$ cat src/rtl/core/sarr_pkg.sv
// Package for the sorted array table: shared word, operation and status types
// and their codes. No dependencies; imported by sorted_array_table_ops_unit.
package sarr_pkg;

    typedef logic [31:0] word_t;
    typedef logic [1:0]  func_t;
    typedef logic [1:0]  status_t;
    typedef logic [4:0]  capacity_t;

    localparam func_t FUNC_INSERT    = 2'd0;
    localparam func_t FUNC_REVERSE   = 2'd1;
    localparam func_t FUNC_PARTITION = 2'd2;
    localparam func_t FUNC_READ      = 2'd3;

    localparam status_t STATUS_DONE  = 2'd0;
    localparam status_t STATUS_FULL  = 2'd1;
    localparam status_t STATUS_RANGE = 2'd2;

    localparam capacity_t CAPACITY_RESET = 5'd16;

endpackage

$ cat src/rtl/core/sorted_array_table_ops_unit.sv
// Sorted array table: a store of signed words with a fill count, operated on
// by a small sequencer around one memory. Depends on sarr_pkg.
//
// Each item is accepted when start is high and busy is low. The block then
// stays busy until its single result has been shown: done is high for exactly
// one cycle and status, count, in_order and read_value are valid in that cycle
// only, so the receiver must take the result there and then; it cannot hold it
// off. A new item may be started in the very cycle in which done is high. All
// work goes through one memory with a single read port (registered read data)
// and a single write port, and one signed comparator shared by the insert walk
// and the order check. Every item ends with an order check: it walks the
// valid entries one at a time through the read port and compares each with
// its predecessor. The capacity register is written through its own
// valid/ready channel, which is always ready; it should only be written while
// the block is idle.
module sorted_array_table_ops_unit #(
    parameter int DEPTH = 16
) (
    input  logic                            clk,
    input  logic                            rst_n,
    input  logic                            start,
    output logic                            busy,
    input  sarr_pkg::func_t                 func,
    input  sarr_pkg::word_t                 value,
    input  logic [$clog2(DEPTH)-1:0]        index,
    output logic                            done,
    output sarr_pkg::status_t               status,
    output logic [$clog2(DEPTH+1)-1:0]      count,
    output logic                            in_order,
    output sarr_pkg::word_t                 read_value,
    input  logic                            cfg_valid,
    output logic                            cfg_ready,
    input  sarr_pkg::capacity_t             cfg_data
);

    import sarr_pkg::*;

    localparam int IDX_W = $clog2(DEPTH);
    localparam int CNT_W = $clog2(DEPTH + 1);
    localparam int CMP_W = (CNT_W > 5) ? CNT_W : 5;

    localparam logic [3:0] ST_IDLE      = 4'd0;
    localparam logic [3:0] ST_INS_RD    = 4'd1;
    localparam logic [3:0] ST_INS_CMP   = 4'd2;
    localparam logic [3:0] ST_RV_CHK    = 4'd3;
    localparam logic [3:0] ST_RV_LO     = 4'd4;
    localparam logic [3:0] ST_SW_A      = 4'd5;
    localparam logic [3:0] ST_SW_B      = 4'd6;
    localparam logic [3:0] ST_P_CHK     = 4'd7;
    localparam logic [3:0] ST_P_L_RD    = 4'd8;
    localparam logic [3:0] ST_P_L_CMP   = 4'd9;
    localparam logic [3:0] ST_P_H_RD    = 4'd10;
    localparam logic [3:0] ST_P_H_CMP   = 4'd11;
    localparam logic [3:0] ST_RD_CAP    = 4'd12;
    localparam logic [3:0] ST_ORD_RD    = 4'd13;
    localparam logic [3:0] ST_ORD_CMP   = 4'd14;

    // Control state.
    logic [3:0]       state_reg, state_next;
    logic [CNT_W-1:0] fill_reg, fill_next;
    logic [CNT_W-1:0] lo_reg, lo_next;
    logic [CNT_W-1:0] top_reg, top_next;
    capacity_t        capacity_reg;
    logic             done_reg, done_next;
    logic             ord_ok_reg, ord_ok_next;
    status_t          status_reg, status_next;

    // Payload registers.
    func_t            func_reg, func_next;
    word_t            value_reg, value_next;
    word_t            save_reg, save_next;
    word_t            rv_reg, rv_next;

    // Entry store.
    word_t            mem [DEPTH];
    word_t            rdata_reg;
    logic             mem_we;
    logic [IDX_W-1:0] mem_waddr;
    logic [IDX_W-1:0] mem_raddr;
    word_t            mem_wdata;

    logic [CNT_W-1:0] lo_dec, lo_inc1, top_dec;
    logic [CNT_W:0]   lo_inc;
    logic             lo_below_hi;
    logic             full;

    // Shared signed comparator.
    word_t            cmp_lhs, cmp_rhs;
    logic             cmp_gt;

    assign lo_dec      = lo_reg - CNT_W'(1);
    assign lo_inc1     = lo_reg + CNT_W'(1);
    assign top_dec     = top_reg - CNT_W'(1);
    // The lower sweep index is strictly below the upper one (top holds hi + 1).
    assign lo_inc      = {1'b0, lo_reg} + (CNT_W + 1)'(1);
    assign lo_below_hi = lo_inc < {1'b0, top_reg};
    // The effective limit is the smaller of the capacity register and DEPTH.
    assign full        = (CMP_W'(fill_reg) >= CMP_W'(capacity_reg)) ||
                         (fill_reg == CNT_W'(DEPTH));

    // The insert walk compares the entry just read with the new value; the
    // order check compares the previous entry with the one just read.
    assign cmp_lhs = (state_reg == ST_INS_CMP) ? rdata_reg : save_reg;
    assign cmp_rhs = (state_reg == ST_INS_CMP) ? value_reg : rdata_reg;
    assign cmp_gt  = $signed(cmp_lhs) > $signed(cmp_rhs);

    always_comb
    begin
        state_next  = state_reg;
        fill_next   = fill_reg;
        lo_next     = lo_reg;
        top_next    = top_reg;
        done_next   = 1'b0;
        ord_ok_next = ord_ok_reg;
        status_next = status_reg;
        func_next   = func_reg;
        value_next  = value_reg;
        save_next   = save_reg;
        rv_next     = rv_reg;
        mem_we      = 1'b0;
        mem_waddr   = '0;
        mem_wdata   = '0;
        mem_raddr   = '0;

        case (state_reg)
            ST_IDLE:
            begin
                if (start)
                begin
                    func_next   = func;
                    value_next  = value;
                    status_next = STATUS_DONE;
                    rv_next     = '0;
                    ord_ok_next = 1'b1;
                    lo_next     = '0;
                    top_next    = fill_reg;
                    case (func)
                        FUNC_INSERT:
                        begin
                            if (full)
                            begin
                                status_next = STATUS_FULL;
                                state_next  = ST_ORD_RD;
                            end
                            else
                            begin
                                lo_next    = fill_reg;
                                state_next = ST_INS_RD;
                            end
                        end
                        FUNC_REVERSE:
                        begin
                            state_next = ST_RV_CHK;
                        end
                        FUNC_PARTITION:
                        begin
                            state_next = ST_P_CHK;
                        end
                        default:
                        begin
                            if (CNT_W'(index) < fill_reg)
                            begin
                                mem_raddr  = index;
                                state_next = ST_RD_CAP;
                            end
                            else
                            begin
                                status_next = STATUS_RANGE;
                                state_next  = ST_ORD_RD;
                            end
                        end
                    endcase
                end
            end

            // Insert: walk down from the tail, moving larger entries up by one.
            ST_INS_RD:
            begin
                if (lo_reg == '0)
                begin
                    mem_we     = 1'b1;
                    mem_waddr  = '0;
                    mem_wdata  = value_reg;
                    fill_next  = fill_reg + CNT_W'(1);
                    state_next = ST_ORD_RD;
                end
                else
                begin
                    mem_raddr  = lo_dec[IDX_W-1:0];
                    state_next = ST_INS_CMP;
                end
            end
            ST_INS_CMP:
            begin
                mem_we    = 1'b1;
                mem_waddr = lo_reg[IDX_W-1:0];
                if (cmp_gt)
                begin
                    mem_wdata  = rdata_reg;
                    lo_next    = lo_dec;
                    state_next = ST_INS_RD;
                end
                else
                begin
                    mem_wdata  = value_reg;
                    fill_next  = fill_reg + CNT_W'(1);
                    lo_next    = '0;
                    state_next = ST_ORD_RD;
                end
            end

            // Reverse: swap the entries at lo and top - 1 until they meet.
            ST_RV_CHK:
            begin
                if (lo_below_hi)
                begin
                    mem_raddr  = lo_reg[IDX_W-1:0];
                    state_next = ST_RV_LO;
                end
                else
                begin
                    lo_next    = '0;
                    state_next = ST_ORD_RD;
                end
            end
            ST_RV_LO:
            begin
                save_next  = rdata_reg;
                mem_raddr  = top_dec[IDX_W-1:0];
                state_next = ST_SW_A;
            end

            // Swap tail shared by reverse and partition: the upper entry is
            // in the read register and the lower one has been saved.
            ST_SW_A:
            begin
                mem_we     = 1'b1;
                mem_waddr  = lo_reg[IDX_W-1:0];
                mem_wdata  = rdata_reg;
                state_next = ST_SW_B;
            end
            ST_SW_B:
            begin
                mem_we    = 1'b1;
                mem_waddr = top_dec[IDX_W-1:0];
                mem_wdata = save_reg;
                if (func_reg == FUNC_REVERSE)
                begin
                    lo_next    = lo_inc1;
                    top_next   = top_dec;
                    state_next = ST_RV_CHK;
                end
                else
                begin
                    state_next = ST_P_CHK;
                end
            end

            // Partition: lower scan skips negatives, upper scan skips
            // non-negatives, both bounded by the valid entries.
            ST_P_CHK:
            begin
                if (lo_below_hi)
                begin
                    state_next = ST_P_L_RD;
                end
                else
                begin
                    lo_next    = '0;
                    state_next = ST_ORD_RD;
                end
            end
            ST_P_L_RD:
            begin
                if (lo_reg < fill_reg)
                begin
                    mem_raddr  = lo_reg[IDX_W-1:0];
                    state_next = ST_P_L_CMP;
                end
                else
                begin
                    state_next = ST_P_H_RD;
                end
            end
            ST_P_L_CMP:
            begin
                if (rdata_reg[31])
                begin
                    lo_next    = lo_inc1;
                    state_next = ST_P_L_RD;
                end
                else
                begin
                    save_next  = rdata_reg;
                    state_next = ST_P_H_RD;
                end
            end
            ST_P_H_RD:
            begin
                if (top_reg != '0)
                begin
                    mem_raddr  = top_dec[IDX_W-1:0];
                    state_next = ST_P_H_CMP;
                end
                else
                begin
                    state_next = ST_P_CHK;
                end
            end
            ST_P_H_CMP:
            begin
                if (!rdata_reg[31])
                begin
                    top_next   = top_dec;
                    state_next = ST_P_H_RD;
                end
                else if (lo_below_hi)
                begin
                    // Read the upper entry again so that it is still in the
                    // read register when the swap writes it.
                    mem_raddr  = top_dec[IDX_W-1:0];
                    state_next = ST_SW_A;
                end
                else
                begin
                    state_next = ST_P_CHK;
                end
            end

            ST_RD_CAP:
            begin
                rv_next    = rdata_reg;
                lo_next    = '0;
                state_next = ST_ORD_RD;
            end

            // Order check over the valid entries; ends every item.
            ST_ORD_RD:
            begin
                if (lo_reg < fill_reg)
                begin
                    mem_raddr  = lo_reg[IDX_W-1:0];
                    state_next = ST_ORD_CMP;
                end
                else
                begin
                    done_next  = 1'b1;
                    state_next = ST_IDLE;
                end
            end
            ST_ORD_CMP:
            begin
                if ((lo_reg != '0) && cmp_gt)
                begin
                    ord_ok_next = 1'b0;
                end
                save_next  = rdata_reg;
                lo_next    = lo_inc1;
                state_next = ST_ORD_RD;
            end

            default:
            begin
                state_next = ST_IDLE;
            end
        endcase
    end

    always_ff @(posedge clk or negedge rst_n)
    begin
        if (!rst_n)
        begin
            state_reg    <= ST_IDLE;
            fill_reg     <= '0;
            lo_reg       <= '0;
            top_reg      <= '0;
            capacity_reg <= CAPACITY_RESET;
            done_reg     <= 1'b0;
            ord_ok_reg   <= 1'b1;
            status_reg   <= STATUS_DONE;
        end
        else
        begin
            state_reg  <= state_next;
            fill_reg   <= fill_next;
            lo_reg     <= lo_next;
            top_reg    <= top_next;
            done_reg   <= done_next;
            ord_ok_reg <= ord_ok_next;
            status_reg <= status_next;
            if (cfg_valid && cfg_ready)
            begin
                capacity_reg <= cfg_data;
            end
        end
    end

    always_ff @(posedge clk)
    begin
        func_reg  <= func_next;
        value_reg <= value_next;
        save_reg  <= save_next;
        rv_reg    <= rv_next;
    end

    // Single-port-read, single-port-write store with registered read data.
    always_ff @(posedge clk)
    begin
        if (mem_we)
        begin
            mem[mem_waddr] <= mem_wdata;
        end
        rdata_reg <= mem[mem_raddr];
    end

    assign busy       = (state_reg != ST_IDLE);
    assign done       = done_reg;
    assign status     = status_reg;
    assign count      = fill_reg;
    assign in_order   = ord_ok_reg;
    assign read_value = rv_reg;
    assign cfg_ready  = 1'b1;

endmodule

$ cat config.mk
export PLATFORM = sky130hd
export DESIGN_NAME = sorted_array_table_ops_unit
export DESIGN_NICKNAME = d
export VERILOG_FILES = /design/src/rtl/core/sarr_pkg.sv /design/src/rtl/core/sorted_array_table_ops_unit.sv
export SDC_FILE = /design/constraint.sdc
export NUM_CORES = 1
export LEC_CHECK = 0
export BUFFER_PORTS_ARGS = -buffer_cell sky130_fd_sc_hd__buf_2
export CAP_MARGIN = 15
export CORE_ASPECT_RATIO = 0.8
export CORE_MARGIN = 8
export CORE_UTILIZATION = 62
export DETAILED_ROUTE_END_ITERATION = 10
export MAX_ROUTING_LAYER = met4
export PLACE_DENSITY = 0.8
export SYNTH_ARGS = -nofsm -noshare
export SYNTH_HDL_FRONTEND = slang
export SYNTH_SLANG_ARGS = --single-unit
export TNS_END_PERCENT = 5
$ cat constraint.sdc
create_clock -name clk -period 6.8 [get_ports clk]
set_input_delay 0.68 -clock clk [delete_from_list [all_inputs] [get_ports clk]]
set_output_delay 0.68 -clock clk [all_outputs]
set_load 0.05 [all_outputs]
==> results.sh <==
export IMPL_hp_class="input port to asynchronous set/reset pin"
export IMPL_drive_above_1_share_pct=21.6
export IMPL_num_antenna_cells=0
export IMPL_via_per_inst=6.78
export IMPL_clock_latency_ns=0.63
export IMPL_clock_sinks=670
export IMPL_postSynthAreaPerCell_um2=17.0
export IMPL_start_kind="register"
export IMPL_worstRegToRegCells=13
export IMPL_synth_edf_count=610
export IMPL_post_route_period_util_pct=87.6
export IMPL_cts_buffers=59
export IMPL_p_leak_nw=10.7
export IMPL_p_total_mw=16.1
export IMPL_grt_pass1_vias=15900
export IMPL_top_register="mem"
export IMPL_portBuffers=88
export IMPL_clockBufferDepth=3
export IMPL_grt_overflow=0
export IMPL_cts_reportedPaths_clkPinSlew_ns=0.07
export IMPL_reg2reg_setup_slack_ns=0.84
export IMPL_avgRoutedWirePerCell_um=29.7
export IMPL_cts_hold_buf=0
export IMPL_vdd_drop_max_mv=0.455
export IMPL_coreArea_um2=44300
export IMPL_ant_nets=0
export IMPL_die_w_um=252
export IMPL_antenna_found_initial=0
export IMPL_first_pass_iters=7
export IMPL_postCtsSetupRepairBufs=0
export IMPL_critPathArrivalTime_ns=6.30
export IMPL_dp_hpwl_mm=39.2
export IMPL_yosysSeqAreaShare_pct=70.9
export IMPL_largest_reg_flops=512
export IMPL_drt_iter0_markers=2262
export IMPL_gp_congestion=1.00
export IMPL_skew_ns=0.0309
export IMPL_dieArea_um2=51800
export IMPL_wl_mm=70.6
export IMPL_cts_htree_levels=2
export IMPL_reg2reg_to="mem[3][15]$_DFFE_PP_"
export IMPL_synth_nets=1733
export IMPL_utilization_pct=69.9
export IMPL_r2r_start="state_reg[1]$_DFFE_PN0N_"
export IMPL_clock_root_buffer="clkbuf_16"
export IMPL_max_clock_freq_mhz=168
export IMPL_synth_cell_type_count=70
export IMPL_slew_viol_final=0
export IMPL_cap_violations=0
export IMPL_yosys_warnings=0
export IMPL_area_growth_pct=11.7
export IMPL_async_flop_share_pct=4.18
export IMPL_cts_tree="yes"
export IMPL_max_slew_margin_pct=27.0
export IMPL_start_util_pct=62.6
export IMPL_post_cts_resized=0
export IMPL_ys_seq_elements=670
export IMPL_syn_inst=1630
export IMPL_setup_viol=0
export IMPL_hold_viol=0
export IMPL_grt_max_degree=66
export IMPL_status="completed"
export IMPL_grt_first_pass_wirelength_mm=103
export IMPL_remaining_drc_errors=0
export IMPL_synthFlopType="edfxtp_1"
export IMPL_die_h_um=205
export IMPL_worst_ep_required_time_ns=7.15
export IMPL_io_pin_count=90
export IMPL_std_cell_rows=69
export IMPL_mappedNetlistArea_um2=27700
export IMPL_fin_crit_ns=5.96
export IMPL_nets=1830
export IMPL_track_usage_pct=28.0
export IMPL_worst_pin_slew_ns=1.09
export IMPL_routed_via_count=16100
export IMPL_worst_path_max_fanout=65
export IMPL_crit_type="register to register"
export IMPL_p_per_area_nw_per_um2=519
export IMPL_rsz0062_at_grt="no"
export IMPL_setup_tns_final_ns=0
export IMPL_critPathCaptureType="register"
synth_stat cells, types with 19 or more instances:
cell type	count	share of area, %
a22oi_1	67	1.8
ha_1	56	2.5
dfrtp_1	26	2.3
and3_1	33	0.74
and2_1	34	0.77
mux2i_1	32	1.2
inv_1	27	0.37
a221o_1	34	1.2
mux4_2	128	10
edfxtp_1	610	66
dfxtp_1	32	2.3
clkbuf_1	71	0.96
o21ai_0	34	0.61
a21oi_1	33	0.60
nand2_1	168	2.3
nand3_1	19	0.34
nor2_1	48	0.65
layout make-up:
| type | instances | area (µm²) |
|---|---|---|
| Tap cell | 603 | 754 |
| Timing Repair Buffer | 126 | 771 |
| Clock inverter | 27 | 282 |
| Multi-Input combinational cell | 843 | 7780 |
| Sequential cell | 670 | 19700 |
| Fill cell | 2760 | 13300 |
| Inverter | 27 | 101 |
| Clock buffer | 84 | 1620 |
worst max-delay path, stage by stage, from the launching register on:
cell and delay (ns):
dfrtp_1 0.82, nand2b_1 0.33, nor3_2 0.28, buf_12 0.35, mux2i_1 0.15, ha_1 0.31, nand2_1 0.06, or3_1 0.41
nor4_1 0.84, a31oi_1 0.40, nand2_1 0.22, o21a_1 0.62, buf_12 0.30, a221o_1 0.52
layout by cell type, fill, tap and decap left out, types with 34 or more instances in the layout:
cell type,n
mux4_2,128
buf_2,90
o21ai_0,34
ha_1,56
and2_1,34
nand2_1,168
a221o_1,34
a22oi_1,67
clkbuf_16,59
edfxtp_1,610
stage by stage:
stage / hold WS, ns / area [µm²] / worst slack, ns / instances
finish: 0.0962 / 31000 / 0.844 / 2380
global route: 0.143 / 31000 / 0.449 / 2380
CTS: 0.0920 / 31000 / 0.944 / 2378
detailed placement: 0.473 / 29100 / 1.04 / 2267
global placement: 0.465 / 29100 / 1.38 / 2267
floorplan: 0.384 / 27700 / 2.04 / 1630
worst max path at each step:
stage | from | to | slack [ns]
after floorplan | state_reg[0]$_DFFE_PN0N_ | mem[0][0]$_DFFE_PP_ | 2.04
after global placement | state_reg[1]$_DFFE_PN0N_ | mem[5][13]$_DFFE_PP_ | 1.38
after detailed placement | state_reg[1]$_DFFE_PN0N_ | mem[5][16]$_DFFE_PP_ | 1.04
after CTS | state_reg[1]$_DFFE_PN0N_ | mem[1][15]$_DFFE_PP_ | 0.94
after global routing | state_reg[1]$_DFFE_PN0N_ | mem[0][14]$_DFFE_PP_ | 0.45
final | state_reg[1]$_DFFE_PN0N_ | mem[3][15]$_DFFE_PP_ | 0.84
cell families (layout without fill, tap and decap cells):
kind of cell    after synthesis  in the layout  synth area share [%]
flops                       670            670                  70.9
simple gates                357            357                  6.07
compound gates              256            256                  6.70
mux                         162            162                  11.6
buf+inv                     117            264                  1.80
fa+ha+maj                    56             56                  2.53
xor+xnor                     11             11                 0.347
other cells                   1              1                0.0135
where the power goes:
group	total [mW]	switching (mW)	internal, mW
logic	6.49	3.96	2.53
clock network	3.31	1.49	1.83
registers	6.26	0.531	5.72
total	16.1	5.98	10.1
metal layers:
metal | global-route usage [%] | part of all wire, %
met1 | 38.4 | 37
met2 | 42.5 | 47
met3 | 5.35 | 13
met4 | 9.51 | 3.6
met5 | - | 0
Note: power is estimated with default switching activity, not from simulation.
